--- config.mk ---
export PLATFORM = sky130hd
export DESIGN_NAME = slfmh_div
export DESIGN_NICKNAME = d
export VERILOG_FILES = /design/src/rtl/slfmh_pkg.sv /design/src/rtl/slfmh_div.sv
export SDC_FILE = /design/constraint.sdc
export NUM_CORES = 2
export LEC_CHECK = 0
export ABC_AREA = 0
export BUFFER_PORTS_ARGS = -buffer_cell sky130_fd_sc_hd__buf_2
export CAP_MARGIN = 40
export CELL_PAD_IN_SITES_DETAIL_PLACEMENT = 1
export CELL_PAD_IN_SITES_GLOBAL_PLACEMENT = 1
export CORE_MARGIN = 1.5
export CORE_UTILIZATION = 30
export CTS_BUF_LIST = sky130_fd_sc_hd__clkbuf_8
export CTS_CLUSTER_SIZE = 25
export DETAILED_ROUTE_END_ITERATION = 10
export GPL_TIMING_DRIVEN = 0
export PLACE_DENSITY_LB_ADDON = 0.1
export SLEW_MARGIN = 20
export SYNTH_ARGS = -nofsm -noshare
export SYNTH_HDL_FRONTEND = slang
export SYNTH_SLANG_ARGS = --single-unit
--- constraint.sdc ---
create_clock -name clk -period 18.1 [get_ports clk]
set_input_delay 1.81 -clock clk [delete_from_list [all_inputs] [get_ports clk]]
set_output_delay 1.81 -clock clk [all_outputs]
set_load 0.03 [all_outputs]
--- src/rtl/slfmh_pkg.sv ---
`timescale 1ns / 1ps
`default_nettype none
package slfmh_pkg;

  typedef struct packed {
    logic       cmd;
    logic [3:0] month;
    logic [5:0] day_of_month;
    logic [7:0] days_since_may1;
  } in_item_t;

  typedef struct packed {
    logic [15:0] leaf_moisture;
    logic [15:0] wood_moisture;
    logic [13:0] leaf_heat;
    logic [13:0] wood_heat;
    logic [7:0]  season_day;
  } out_item_t;

  // Input command codes
  localparam logic CMD_DATE = 1'b0;
  localparam logic CMD_DAYS = 1'b1;

  // Divider lanes
  localparam int NLANE       = 2;
  localparam int LANE_LEAF_M = 0;
  localparam int LANE_WOOD_M = 1;

  localparam int DIV_W = 20;  // divisor and partial remainder width
  localparam int HW    = 36;  // heat polynomial accumulator width, scaled by 1e6

  // Date handling
  localparam logic [7:0] SEASON_MAX  = 8'd184;
  localparam logic [8:0] MAY1_OFFSET = 9'd121;
  localparam logic [8:0] OCT31_CAP   = 9'd304;
  localparam logic [3:0] MONTH_MAX   = 4'd12;
  localparam logic [5:0] DAY_MAX     = 6'd31;

  localparam logic [8:0] MONTH_START [12] = '{
    9'd0, 9'd31, 9'd59, 9'd90, 9'd120, 9'd151,
    9'd181, 9'd212, 9'd243, 9'd273, 9'd304, 9'd334
  };

  // Moisture: 100000 * 2^F / (DEN0 + DEN1 * d); index 0 is leaf, 1 is wood
  localparam logic [16:0]      MOIST_NUM = 17'd100000;
  localparam logic [DIV_W-1:0] DEN0 [2] = '{20'd72600, 20'd145400};
  localparam logic [DIV_W-1:0] DEN1 [2] = '{20'd877, 20'd650};
  localparam logic [15:0]      MOIST_MAX = 16'hFFFF;

  // Heat: (H0 - H1 d + H2 d^2 - H3 d^3) / 1e6, rounded half up
  localparam logic [HW-1:0] H0 [2] = '{36'd9613000000, 36'd9509000000};
  localparam logic [HW-1:0] H1 [2] = '{36'd1000000, 36'd10740000};
  localparam logic [HW-1:0] H2 [2] = '{36'd136900, 36'd135900};
  localparam logic [HW-1:0] H3 [2] = '{36'd365, 36'd405};
  localparam logic [HW-1:0]    HEAT_HALF = 36'd500000;
  localparam logic [13:0]      HEAT_MAX  = 14'h3FFF;

  // Divide by 1e6: drop 2^6 with a shift, then multiply by ceil(2^42 / 15625),
  // which is exact for any shifted value below 2^28.
  localparam int HEAT_PRE   = 6;
  localparam int HEAT_YW    = 28;
  localparam int HEAT_RW    = 29;
  localparam int HEAT_SHIFT = 42;
  localparam logic [HEAT_RW-1:0] HEAT_RECIP = 29'd281474977;

endpackage
`default_nettype wire

--- src/rtl/slfmh_div.sv ---
`timescale 1ns / 1ps
`default_nettype none
module slfmh_div #(
  parameter int MOIST_FRAC_BITS = 14,
  parameter int DVW  = (MOIST_FRAC_BITS + 18 > 34) ? MOIST_FRAC_BITS + 18 : 34,
  parameter int NSTG = (MOIST_FRAC_BITS + 1 > 14) ? MOIST_FRAC_BITS + 1 : 14
) (
  input  logic                                              clk,
  input  logic                                              rst_n,
  input  logic                                              up_valid,
  output logic                                              up_ready,
  input  logic [slfmh_pkg::NLANE-1:0][DVW-1:0]              up_dvd,
  input  logic [slfmh_pkg::NLANE-1:0][slfmh_pkg::DIV_W-1:0] up_dsr,
  input  logic [1:0][13:0]                                  up_heat,
  input  logic [7:0]                                        up_day,
  output logic                                              dn_valid,
  input  logic                                              dn_ready,
  output logic [slfmh_pkg::NLANE-1:0][NSTG-1:0]             dn_q,
  output logic [1:0][13:0]                                  dn_heat,
  output logic [7:0]                                        dn_day
);

  localparam int W = slfmh_pkg::DIV_W;
  localparam int L = slfmh_pkg::NLANE;

  logic                        v_r    [NSTG];
  logic                        rdy    [NSTG];
  logic [L-1:0][W-1:0]         rem_r  [NSTG];
  logic [L-1:0][W-1:0]         dsr_r  [NSTG];
  logic [L-1:0][NSTG-1:0]      lo_r   [NSTG];
  logic [L-1:0][NSTG-1:0]      q_r    [NSTG];
  logic [1:0][13:0]            heat_r [NSTG];
  logic [7:0]                  day_r  [NSTG];

  // The quotient fits in NSTG bits, so the bits above them start out below the divisor.
  logic [L-1:0][W-1:0]    rem0;
  logic [L-1:0][NSTG-1:0] lo0;

  always_comb begin
    for (int l = 0; l < L; l++) begin
      rem0[l] = W'(up_dvd[l] >> NSTG);
      lo0[l]  = up_dvd[l][NSTG-1:0];
    end
  end

  for (genvar k = 0; k < NSTG; k++) begin : g_stg
    logic                   src_v;
    logic [L-1:0][W-1:0]    src_rem;
    logic [L-1:0][W-1:0]    src_dsr;
    logic [L-1:0][NSTG-1:0] src_lo;
    logic [L-1:0][NSTG-1:0] src_q;
    logic [1:0][13:0]       src_heat;
    logic [7:0]             src_day;
    logic                   next_rdy;
    logic [W:0]             trial [L];
    logic [L-1:0]           ge;
    logic [L-1:0][W-1:0]    rem_nxt;
    logic [L-1:0][NSTG-1:0] q_nxt;

    if (k == 0) begin : g_first
      assign src_v    = up_valid;
      assign src_rem  = rem0;
      assign src_dsr  = up_dsr;
      assign src_lo   = lo0;
      assign src_q    = '0;
      assign src_heat = up_heat;
      assign src_day  = up_day;
    end else begin : g_next
      assign src_v    = v_r[k-1];
      assign src_rem  = rem_r[k-1];
      assign src_dsr  = dsr_r[k-1];
      assign src_lo   = lo_r[k-1];
      assign src_q    = q_r[k-1];
      assign src_heat = heat_r[k-1];
      assign src_day  = day_r[k-1];
    end

    if (k == NSTG - 1) begin : g_last
      assign next_rdy = dn_ready;
    end else begin : g_mid
      assign next_rdy = rdy[k+1];
    end

    assign rdy[k] = !v_r[k] || next_rdy;

    // One restoring step per lane: shift in the next dividend bit, subtract if it fits.
    always_comb begin
      for (int l = 0; l < L; l++) begin
        trial[l]   = {src_rem[l], src_lo[l][NSTG-1-k]};
        ge[l]      = trial[l] >= {1'b0, src_dsr[l]};
        rem_nxt[l] = ge[l] ? W'(trial[l] - {1'b0, src_dsr[l]}) : trial[l][W-1:0];
        q_nxt[l]   = {src_q[l][NSTG-2:0], ge[l]};
      end
    end

    always_ff @(posedge clk) begin
      if (!rst_n) begin
        v_r[k] <= 1'b0;
      end else if (rdy[k]) begin
        v_r[k] <= src_v;
      end
    end

    always_ff @(posedge clk) begin
      if (rdy[k] && src_v) begin
        rem_r[k]  <= rem_nxt;
        dsr_r[k]  <= src_dsr;
        lo_r[k]   <= src_lo;
        q_r[k]    <= q_nxt;
        heat_r[k] <= src_heat;
        day_r[k]  <= src_day;
      end
    end
  end

  assign up_ready = rdy[0];
  assign dn_valid = v_r[NSTG-1];
  assign dn_q     = q_r[NSTG-1];
  assign dn_heat  = heat_r[NSTG-1];
  assign dn_day   = day_r[NSTG-1];

endmodule
`default_nettype wire

==> flow_metrics.py <==
metrics = {
    "outcome": {
        "outcome": "finished clean",
    },
    "clocking": {
        "hold_buffers": 0,
        "cts_made_buffers": 388,
        "ctsResizeCount": 0,
        "clkSlewWorstSetupHoldPaths_ns": 0.06,
        "cts_tree": "done",
        "cts_buffer_depth": 4,
        "clock_latency_ns": 1.06,
        "postCtsSetupBuffers": 0,
        "h-tree-depth": 5,
        "root_buffer": "clkbuf_8",
        "cts.sinks": 2125,
    },
    "detailed_routing": {
        "wl_per_cell_um": 19.0,
        "routed_wl_um": 242000,
        "drc": 0,
        "dr.pass1.iters": 5,
        "drtIter0Drc": 1875,
        "routed-via-count": 58600,
        "antenna_left": 0,
        "viasPerCell": 4.61,
    },
    "pwr": {
        "power_density_nw_per_um2": 91.7,
        "p_int_mw": 8.09,
        "power_switching_share_pct": 23.5,
        "p_leak_nw": 44.1,
        "pwr-share-clk_pct": 41.4,
        "p_switching_mw": 2.49,
        "p_seq_share_pct": 52.1,
        "vdd_drop_max_mv": 0.0556,
        "comb_power_share_pct": 6.5,
    },
    "worst_setup_path": {
        "worstPathArrival_ns": 4.33,
        "endpoint_kind": "output port",
        "r2r_start": "dsr_r[1][101]$_DFFE_PP_",
        "startpoint_type": "primary input",
        "reg2reg_to": "rem_r[1][152]$_DFFE_PP_",
        "critPathKind": "in2out",
        "required_ns": 16.29,
        "crit_path_start": "dn_ready",
        "crit_fanout": 6,
        "ff2ff_setup_slack_ns": 13.87,
        "worst-r2r-cell-count": 12,
        "crit_end": "up_ready",
    },
    "yosys": {
        "synth_xor_area_share_pct": 3.76,
        "ys_ff_latch": 2125,
        "synthArstFlopShare_pct": 0,
        "synth_top_flop_cell": "edfxtp_1",
        "yosys.area_share.simple_pct": 7.10,
        "synth_mux_area_share_pct": 3.35,
        "synthAdderAreaFrac_pct": 8.13,
        "synth_top_family_by_area": "compound AO/OA/AOI/OAI gates",
        "synth_cells": 7343,
        "synth_area_um2": 99200,
        "ys_warn_count": 0,
        "synth.distinct_cells": 91,
        "synth_edf_count": 2124,
        "syn_area_per_cell_um2": 13.5,
        "synth_nets": 8119,
        "synth-compound-area-share_pct": 10.0,
        "synth-seq-area-share_pct": 64.3,
    },
    "layout": {
        "final_cell_mix": "2124 x edfxtp_1, 858 x inv_1, 600 x ha_1, 557 x a21oi_1, 484 x nor2_1",
        "design_area_um2": 115000,
        "n_fill_cell": 34500,
        "fin_nets": 8823,
        "final_layout_size_suffix_gt1_share_pct": 14.3,
        "final_common_cell": "edfxtp_1",
        "syn2layout_area_growth_pct": 16.3,
    },
    "sta": {
        "fmax_ghz": 0.163,
        "setup_violations": 0,
        "hold_viol": 0,
        "finalCritPeriodShare_pct": 33.9,
        "whs_ns": 0.380,
        "maxSlewViolCount": 0,
        "rsz0062_at_grt": "no",
        "fin_crit_ns": 6.14,
        "slew_headroom_pct": 42.6,
        "fin_skew_ns": 0.0636,
        "tightestPinTransition_ns": 0.856,
    },
    "grt": {
        "grt_pass1_vias": 63900,
        "antenna_found_initial": 24,
        "grt_usage_pct": 14.3,
        "grt_pass1_wl_um": 370000,
        "gr-total-overflow": 0,
        "grt_start_max_net_pins": 55,
    },
    "floorplanning": {
        "rows": 210,
        "die_w_um": 578,
        "initial_utilization_pct": 30.2,
        "fp.coreArea_um2": 328000,
        "die_h_um": 578,
        "pin_count": 216,
        "fp.dieArea_um2": 334000,
    },
    "placed_design": {
        "gp_congestion": 0.850,
        "io_buffers": 214,
        "place_hpwl_um": 187000,
        "place_area_um2": 108000,
    },
    "run": {
        "maxCapViolations": 0,
    },
    "hold_path": {
        "min_path_type": "reg2reg",
    },
}
[worst min-delay path by stage]
stage / from / endpoint / slack, ns / depth (start not counted)
2_1_floorplan: day_r[0][2]$_DFFE_PP_ / day_r[0][10]$_DFFE_PP_ / 0.40 / 0
3_3_place_gp: day_r[0][25]$_DFFE_PP_ / day_r[0][33]$_DFFE_PP_ / 0.40 / 0
3_5_place_dp: day_r[0][25]$_DFFE_PP_ / day_r[0][33]$_DFFE_PP_ / 0.41 / 0
4_1_cts: heat_r[0][178]$_DFFE_PP_ / heat_r[0][206]$_DFFE_PP_ / 0.36 / 0
5_1_grt: heat_r[0][178]$_DFFE_PP_ / heat_r[0][206]$_DFFE_PP_ / 0.38 / 0
6_report: heat_r[0][178]$_DFFE_PP_ / heat_r[0][206]$_DFFE_PP_ / 0.38 / 0
[cells in the mapped netlist, types with 87 or more instances]
library cell / number / area [µm²]
nor2b_1: 95 / 594
xnor2_1: 287 / 2510
a21oi_1: 557 / 2790
mux2_2: 233 / 2620
nand3_1: 122 / 611
edfxtp_1: 2124 / 63800
xor2_1: 139 / 1220
ha_1: 600 / 7510
inv_1: 758 / 2850
o21a_1: 87 / 653
a31oi_1: 87 / 544
o21ai_0: 259 / 1300
a21o_1: 230 / 1730
nor2_1: 484 / 1820
nand2_1: 262 / 983
[layout make-up]
type                    instances  area, µm²  area share, %
flip-flops and latches       2125      63800           55.3
multi-input cells            4354      32200           27.9
well taps                    4346       5440           4.71
clock buffers                 394       5420           4.70
repair buffers                314       3230           2.79
inverters                     760       2850           2.47
clock inverters               311       1970           1.71
plain buffers                 104        468          0.405
diodes                          8       20.0         0.0173
[power groups by stage]
stage | sequential [mW] | combinational (mW) | clock (mW)
after CTS | 5.51 | 0.700 | 4.62
after global routing | 5.52 | 0.768 | 4.81
after global placement | 5.63 | 0.671 | 0
after floorplan | 5.60 | 0.488 | 0
after detailed placement | 5.61 | 0.694 | 0
final | 5.51 | 0.686 | 4.38
[metal layers]
metal | routed length [µm] | GRT usage, % | part of all wire [%]
met5 | 73 | 0 | 0.030
met4 | 8750 | 5.40 | 3.6
met3 | 8330 | 2.48 | 3.4
met2 | 121000 | 26.0 | 50
met1 | 103000 | 16.6 | 43
[through the flow]
stage	TNS (ns)	setup WS, ns	utilization, %	instances	total power [mW]
final	0	11.96	35.2	12700	10.6
after global routing	0	11.74	35.2	12700	11.1
after CTS	0	11.93	35.2	12700	10.8
after detailed placement	0	11.95	32.9	12000	6.31
after global placement	-1525.44	-4.21	32.2	11900	6.31
after floorplan	0	4.29	-	7343	6.09
[state kept, by name, summed over array words and instances (netlist names)]
register,cells
lo_r,210
v_r,15
rem_r,560
q_r,240
dsr_r,560
heat_r,420
day_r,120
[cells by family after synthesis]
logic type | Yosys count
buf+inv | 864
xor+xnor | 426
fa+ha+maj | 628
compound gates | 1573
mux | 293
simple gates | 1434
flops | 2125
[critical path, cell delays in order]
cell and delay, ns:
buf_2 0.09, nor2b_1 0.53, nand3_1 0.23, nor2_1 0.32, and4_1 0.38, and3_1 0.31, and3_1 0.32, nand2_1 0.12
buf_2 0.19
No activity file was read; power rests on OpenSTA's default activity.
