## config.mk

```make
export PLATFORM = sky130hd
export DESIGN_NAME = slfmh_front
export DESIGN_NICKNAME = d
export VERILOG_FILES = /design/src/rtl/slfmh_pkg.sv /design/src/rtl/slfmh_front.sv
export SDC_FILE = /design/constraint.sdc
export NUM_CORES = 2
export LEC_CHECK = 0
export BUFFER_PORTS_ARGS = -buffer_cell sky130_fd_sc_hd__buf_2
export CAP_MARGIN = 25
export CORE_AREA = 5 5 383 347
export DETAILED_ROUTE_END_ITERATION = 12
export DIE_AREA = 0 0 388 352
export GPL_TIMING_DRIVEN = 0
export PLACE_DENSITY = 0.74
export REMOVE_ABC_BUFFERS = 1
export SLEW_MARGIN = 20
export SYNTH_ARGS = -nofsm -noshare
export SYNTH_HDL_FRONTEND = slang
export SYNTH_SLANG_ARGS = --single-unit
```

## constraint.sdc

```tcl
create_clock -name clk -period 11.5 [get_ports clk]
set_clock_uncertainty 0.15 [all_clocks]
set_input_delay 2.3 -clock clk [delete_from_list [all_inputs] [get_ports clk]]
set_output_delay 2.3 -clock clk [all_outputs]
set_load 0.1 [all_outputs]
```

## src/rtl/slfmh_pkg.sv

```systemverilog
`timescale 1ns / 1ps
`default_nettype none
package slfmh_pkg;

  typedef struct packed {
    logic       cmd;
    logic [3:0] month;
    logic [5:0] day_of_month;
    logic [7:0] days_since_may1;
  } in_item_t;

  typedef struct packed {
    logic [15:0] leaf_moisture;
    logic [15:0] wood_moisture;
    logic [13:0] leaf_heat;
    logic [13:0] wood_heat;
    logic [7:0]  season_day;
  } out_item_t;

  // Input command codes
  localparam logic CMD_DATE = 1'b0;
  localparam logic CMD_DAYS = 1'b1;

  // Divider lanes
  localparam int NLANE       = 2;
  localparam int LANE_LEAF_M = 0;
  localparam int LANE_WOOD_M = 1;

  localparam int DIV_W = 20;  // divisor and partial remainder width
  localparam int HW    = 36;  // heat polynomial accumulator width, scaled by 1e6

  // Date handling
  localparam logic [7:0] SEASON_MAX  = 8'd184;
  localparam logic [8:0] MAY1_OFFSET = 9'd121;
  localparam logic [8:0] OCT31_CAP   = 9'd304;
  localparam logic [3:0] MONTH_MAX   = 4'd12;
  localparam logic [5:0] DAY_MAX     = 6'd31;

  localparam logic [8:0] MONTH_START [12] = '{
    9'd0, 9'd31, 9'd59, 9'd90, 9'd120, 9'd151,
    9'd181, 9'd212, 9'd243, 9'd273, 9'd304, 9'd334
  };

  // Moisture: 100000 * 2^F / (DEN0 + DEN1 * d); index 0 is leaf, 1 is wood
  localparam logic [16:0]      MOIST_NUM = 17'd100000;
  localparam logic [DIV_W-1:0] DEN0 [2] = '{20'd72600, 20'd145400};
  localparam logic [DIV_W-1:0] DEN1 [2] = '{20'd877, 20'd650};
  localparam logic [15:0]      MOIST_MAX = 16'hFFFF;

  // Heat: (H0 - H1 d + H2 d^2 - H3 d^3) / 1e6, rounded half up
  localparam logic [HW-1:0] H0 [2] = '{36'd9613000000, 36'd9509000000};
  localparam logic [HW-1:0] H1 [2] = '{36'd1000000, 36'd10740000};
  localparam logic [HW-1:0] H2 [2] = '{36'd136900, 36'd135900};
  localparam logic [HW-1:0] H3 [2] = '{36'd365, 36'd405};
  localparam logic [HW-1:0]    HEAT_HALF = 36'd500000;
  localparam logic [13:0]      HEAT_MAX  = 14'h3FFF;

  // Divide by 1e6: drop 2^6 with a shift, then multiply by ceil(2^42 / 15625),
  // which is exact for any shifted value below 2^28.
  localparam int HEAT_PRE   = 6;
  localparam int HEAT_YW    = 28;
  localparam int HEAT_RW    = 29;
  localparam int HEAT_SHIFT = 42;
  localparam logic [HEAT_RW-1:0] HEAT_RECIP = 29'd281474977;

endpackage
`default_nettype wire

```

## src/rtl/slfmh_front.sv

```systemverilog
`timescale 1ns / 1ps
`default_nettype none
module slfmh_front #(
  parameter int MOIST_FRAC_BITS = 14,
  parameter int DVW = (MOIST_FRAC_BITS + 18 > 34) ? MOIST_FRAC_BITS + 18 : 34
) (
  input  logic                                            clk,
  input  logic                                            rst_n,
  input  logic                                            up_valid,
  output logic                                            up_ready,
  input  slfmh_pkg::in_item_t                             up_item,
  output logic                                            dn_valid,
  input  logic                                            dn_ready,
  output logic [slfmh_pkg::NLANE-1:0][DVW-1:0]            dn_dvd,
  output logic [slfmh_pkg::NLANE-1:0][slfmh_pkg::DIV_W-1:0] dn_dsr,
  output logic [1:0][13:0]                                dn_heat,
  output logic [7:0]                                      dn_day
);

  localparam int W = slfmh_pkg::DIV_W;
  localparam int H = slfmh_pkg::HW;
  localparam int HPW = slfmh_pkg::HEAT_YW + slfmh_pkg::HEAT_RW;
  localparam int HQW = HPW - slfmh_pkg::HEAT_SHIFT;
  localparam logic [DVW-1:0] MNUM = DVW'(slfmh_pkg::MOIST_NUM) << MOIST_FRAC_BITS;

  logic rdy1, rdy2, rdy3, rdy4, rdy5;
  logic v1_r, v2_r, v3_r, v4_r, v5_r;

  assign rdy5     = !v5_r || dn_ready;
  assign rdy4     = !v4_r || rdy5;
  assign rdy3     = !v3_r || rdy4;
  assign rdy2     = !v2_r || rdy3;
  assign rdy1     = !v1_r || rdy2;
  assign up_ready = rdy1;

  always_ff @(posedge clk) begin
    if (!rst_n) begin
      v1_r <= 1'b0;
      v2_r <= 1'b0;
      v3_r <= 1'b0;
      v4_r <= 1'b0;
      v5_r <= 1'b0;
    end else begin
      if (rdy1) v1_r <= up_valid;
      if (rdy2) v2_r <= v1_r;
      if (rdy3) v3_r <= v2_r;
      if (rdy4) v4_r <= v3_r;
      if (rdy5) v5_r <= v4_r;
    end
  end

  // Stage 1: date to season day
  logic [3:0] m_c;
  logic [5:0] dy_c;
  logic [8:0] t_c;
  logic [7:0] d_nxt;
  logic [7:0] d1_r;

  always_comb begin
    m_c = up_item.month;
    if (m_c == 4'd0) m_c = 4'd1;
    else if (m_c > slfmh_pkg::MONTH_MAX) m_c = slfmh_pkg::MONTH_MAX;
    dy_c = up_item.day_of_month;
    if (dy_c == 6'd0) dy_c = 6'd1;
    else if (dy_c > slfmh_pkg::DAY_MAX) dy_c = slfmh_pkg::DAY_MAX;
    t_c = slfmh_pkg::MONTH_START[m_c - 4'd1] + 9'(dy_c);
    if (t_c > slfmh_pkg::OCT31_CAP) t_c = slfmh_pkg::OCT31_CAP;
    if (up_item.cmd == slfmh_pkg::CMD_DAYS) begin
      d_nxt = (up_item.days_since_may1 > slfmh_pkg::SEASON_MAX) ?
              slfmh_pkg::SEASON_MAX : up_item.days_since_may1;
    end else begin
      d_nxt = (t_c > slfmh_pkg::MAY1_OFFSET) ? 8'(t_c - slfmh_pkg::MAY1_OFFSET) : 8'd0;
    end
  end

  always_ff @(posedge clk) begin
    if (rdy1 && up_valid) d1_r <= d_nxt;
  end

  // Stage 2: square, moisture denominators, constant and linear heat terms
  logic [7:0]             d2_r;
  logic [15:0]            s2_nxt, s2_r;
  logic [1:0][W-1:0]      den2_nxt, den2_r;
  logic [1:0][H-1:0]      acc2_nxt, acc2_r;

  always_comb begin
    s2_nxt = 16'(d1_r) * 16'(d1_r);
    for (int j = 0; j < 2; j++) begin
      den2_nxt[j] = slfmh_pkg::DEN0[j] + slfmh_pkg::DEN1[j] * W'(d1_r);
      acc2_nxt[j] = slfmh_pkg::H0[j] - slfmh_pkg::H1[j] * H'(d1_r);
    end
  end

  always_ff @(posedge clk) begin
    if (rdy2 && v1_r) begin
      d2_r   <= d1_r;
      s2_r   <= s2_nxt;
      den2_r <= den2_nxt;
      acc2_r <= acc2_nxt;
    end
  end

  // Stage 3: cube, quadratic heat term, rounded moisture dividends
  logic [7:0]            d3_r;
  logic [23:0]           s3_nxt, s3_r;
  logic [1:0][W-1:0]     den3_r;
  logic [1:0][H-1:0]     acc3_nxt, acc3_r;
  logic [1:0][DVW-1:0]   mdvd_nxt, mdvd_r;

  always_comb begin
    s3_nxt = 24'(s2_r) * 24'(d2_r);
    for (int j = 0; j < 2; j++) begin
      acc3_nxt[j] = acc2_r[j] + slfmh_pkg::H2[j] * H'(s2_r);
      mdvd_nxt[j] = MNUM + DVW'(den2_r[j] >> 1);
    end
  end

  always_ff @(posedge clk) begin
    if (rdy3 && v2_r) begin
      d3_r   <= d2_r;
      s3_r   <= s3_nxt;
      den3_r <= den2_r;
      acc3_r <= acc3_nxt;
      mdvd_r <= mdvd_nxt;
    end
  end

  // Stage 4: cubic heat term, half-up bias, floor at zero
  logic [1:0][H-1:0]                       heat_c;
  logic [1:0][H-1:0]                       hdvd_nxt, hdvd4_r;
  logic [slfmh_pkg::NLANE-1:0][DVW-1:0]    dvd_nxt, dvd4_r;
  logic [slfmh_pkg::NLANE-1:0][W-1:0]      dsr_nxt, dsr4_r;
  logic [7:0]                              d4_r;

  always_comb begin
    for (int j = 0; j < 2; j++) begin
      heat_c[j]   = acc3_r[j] - slfmh_pkg::H3[j] * H'(s3_r);
      hdvd_nxt[j] = heat_c[j][H-1] ? '0 : heat_c[j] + slfmh_pkg::HEAT_HALF;
    end
    dvd_nxt[slfmh_pkg::LANE_LEAF_M] = mdvd_r[0];
    dvd_nxt[slfmh_pkg::LANE_WOOD_M] = mdvd_r[1];
    dsr_nxt[slfmh_pkg::LANE_LEAF_M] = den3_r[0];
    dsr_nxt[slfmh_pkg::LANE_WOOD_M] = den3_r[1];
  end

  always_ff @(posedge clk) begin
    if (rdy4 && v3_r) begin
      d4_r    <= d3_r;
      hdvd4_r <= hdvd_nxt;
      dvd4_r  <= dvd_nxt;
      dsr4_r  <= dsr_nxt;
    end
  end

  // Stage 5: heat divide by 1e6 through the reciprocal multiply, clamp to 14 bits
  logic [1:0][slfmh_pkg::HEAT_YW-1:0]      hy_c;
  logic [1:0][HPW-1:0]                     hp_c;
  logic [1:0][HQW-1:0]                     hq_c;
  logic [1:0][13:0]                        heat_nxt, heat5_r;
  logic [slfmh_pkg::NLANE-1:0][DVW-1:0]    dvd5_r;
  logic [slfmh_pkg::NLANE-1:0][W-1:0]      dsr5_r;
  logic [7:0]                              d5_r;

  always_comb begin
    for (int j = 0; j < 2; j++) begin
      hy_c[j]     = hdvd4_r[j][slfmh_pkg::HEAT_PRE +: slfmh_pkg::HEAT_YW];
      hp_c[j]     = HPW'(hy_c[j]) * HPW'(slfmh_pkg::HEAT_RECIP);
      hq_c[j]     = hp_c[j][slfmh_pkg::HEAT_SHIFT +: HQW];
      heat_nxt[j] = (hq_c[j] > HQW'(slfmh_pkg::HEAT_MAX)) ?
                    slfmh_pkg::HEAT_MAX : hq_c[j][13:0];
    end
  end

  always_ff @(posedge clk) begin
    if (rdy5 && v4_r) begin
      d5_r    <= d4_r;
      heat5_r <= heat_nxt;
      dvd5_r  <= dvd4_r;
      dsr5_r  <= dsr4_r;
    end
  end

  assign dn_valid = v5_r;
  assign dn_dvd   = dvd5_r;
  assign dn_dsr   = dsr5_r;
  assign dn_heat  = heat5_r;
  assign dn_day   = d5_r;

endmodule
`default_nettype wire

```

==> metrics.yaml <==
outcome:
  status: "finished, final reports clean"
place:
  hpwl_mm: 137.1
  gp_congestion: 0.9481
  port_buffers: 133
  dpl.cell_count: 8625
clock_tree:
  cts_hold_buf: 0
  cts_buffers: 50
  cts_buffer_depth: 3
  clkSinkCount: 410
  cts-resized-gates: 0
  postCtsSetupBuffers: 0
  clock_latency_ns: 0.67
  htree_num_levels: 2
  cts_tree: "built"
  cts_root_buffer: "clkbuf_16"
  clk_pin_slew_ns: 0.06
grt:
  grt_max_degree: 33
  overflow: 0
  grt.total_usage_pct: 23.63
  antenna_found_initial: 2
  grt_pass1_wl_mm: 260.5
  grt_pass1_vias: 49411
timing:
  worst_pin_slew_ns: 1.077
  max_freq_mhz: 106.1
  drv_slew: 0
  setup_viol: 0
  fin_crit_sh_pct: 81.97
  rsz0062_at_grt: "false"
  layout_min_cycle_time_ns: 9.427
  final_hold_viol_count: 0
  holdWs_ns: 0.2667
  max-slew-margin-rel_pct: 28.18
routing:
  drc: 0
  avgViaCountPerCell: 5.407
  first_pass_iters: 5
  postRouteAntennaNets: 0
  wirelength_mm: 159.3
  dr_total_vias: 47158
  drt_iter0_markers: 2868
  wire_per_inst_um: 18.26
setup_path:
  cp_max_fo: 16
  timing.critical_path.mode_cell: "a21oi_1"
  worstRegToRegCells: 29
  crit_path_max_incr_delay_ns: 1.05
  cp-start-kind: "flop"
  crit_arrival_ns: 9.68
  cp.required_ns: 11.75
  slowest_stage: "edfxtp_1"
  crit_type: "flop to flop"
  worst_setup_path_end_kind: "flop"
layout:
  drive_gt1_share_pct: 4.894
  mostFrequentLayoutCell: "inv_1"
  finalNetCount: 9270
  final-seq-area_um2: 12260
  layout_common_cells: "inv_1, ha_1, fa_1, edfxtp_1, a21oi_1"
  multiInputGateArea_um2: 51160
  fillers: 10858
  stdcell_count: 8722
  antenna_cells: 0
  area_delta_synth_final_pct: 6.492
yosys:
  ys_seq_area_share_pct: 17.47
  synth_top_area_share_pct: 28.50
  synth_area_per_cell_um2: 10.25
  synth-async-reset-ratio_pct: 0
  ys_types: 98
  synth_top_area_cell: "fa_1"
  yosys_warnings: 0
  synth-seq-cells: 410
  netlist_instances: 6849
  netlist_area_um2: 70170
  synth_area_leaders: "fa_1, ha_1, edfxtp_1, inv_1, xnor2_1"
  yosys_most_used_dff: "edfxtp_1"
  synth_edf_count: 405
die:
  core.rowCount: 125
  ioPinCount: 169
  initial_core_util_pct: 54.65
  die_w_um: 388
  core_um2: 128400
  die_area_um2: 136600
  die_h_um: 352
hold_path:
  hold-path-cell-count: 0
  hold_path.class: "flop to flop"
job:
  drv_cap: 0
## layout make-up
class / count / area share, %
tap: 1714 / 2.870
clock inverter: 40 / 0.7166
timing repair buffer: 158 / 1.597
inverter: 1644 / 8.258
clock buffer: 52 / 1.684
multi-input combinational: 4704 / 68.46
sequential: 410 / 16.41
## Yosys cell counts (48+ instances only)
cell and n:
xnor2_1 230, nor3_1 75, fa_1 999, edfxtp_1 405
a21oi_1 282, nor2_1 227, nand2_1 269, a21o_1 152
nand3_1 73, xor2_1 128, inv_1 1644, ha_1 1280
clkbuf_1 48, and2_1 71, nor2b_1 61, o21ai_0 176
buf_4 76
## critical path, delay by kind of cell (launching register included)
kind	cells	cell delay [ns]
fa+ha+maj	8	3.37
compound gates	10	2.01
simple gates	6	1.82
flops	1	1.05
xor+xnor	1	0.48
buf+inv	4	0.25
## state kept, by name, summed over array words and instances, names as in the netlist, 8 cells and up
name / count
hdvd4_r: 56
acc3_r: 62
dn_dsr: 32
dsr4_r: 32
acc2_r: 50
den3_r: 32
d2_r: 8
s3_r: 23
dn_day: 8
d3_r: 8
s2_r: 14
d4_r: 8
d1_r: 8
dn_heat: 28
den2_r: 33
## through the flow
stage | util, % | TNS (ns) | instance area (um2) | setup WS, ns
5_1_grt | 58.20 | 0 | 74730 | 1.644
4_1_cts | 58.14 | 0 | 74650 | 2.112
6_report | 58.20 | 0 | 74730 | 2.073
3_5_place_dp | 56.74 | 0 | 72860 | 2.152
2_1_floorplan | - | 0 | 69530 | 0.4040
3_3_place_gp | 56.34 | -576.21 | 72340 | -3.233
## routing by layer
| metal | GRT usage (%) | vias to the layer above | wire length, um |
|---|---|---|---|
| li1 | - | 22510 | - |
| met1 | 33.25 | 23281 | 71180 |
| met2 | 38.65 | 1140 | 73550 |
| met3 | 3.163 | 227 | 9657 |
| met4 | 6.552 | 0 | 4890 |
| met5 | 0 | - | 0 |
## cell families (layout without fill, tap and decap cells)
kind of cell,Yosys count,in the layout,share of synthesized area [%]
fa+ha+maj,2279,2279,51.32
buf+inv,1779,1894,9.937
simple gates,1028,1028,7.393
compound gates,977,977,9.149
flops,410,410,17.47
xor+xnor,358,358,4.468
mux,16,16,0.2443
other cells,2,46,0.01070
## worst paths after layout
| path | start | end | slack (ns) |
|---|---|---|---|
| worst max-delay path | s2_r[5] | acc3_r[70] | 2.07 |
| worst min-delay path | dsr4_r[10] | dn_dsr[10] | 0.27 |
| worst max register to register | s2_r[5] | acc3_r[70] | 2.07 |
| worst min register to register | dsr4_r[10] | dn_dsr[10] | 0.27 |
Power is not shown: default switching activity piles up to over one toggle a cycle in this logic, so the estimate is an artifact.
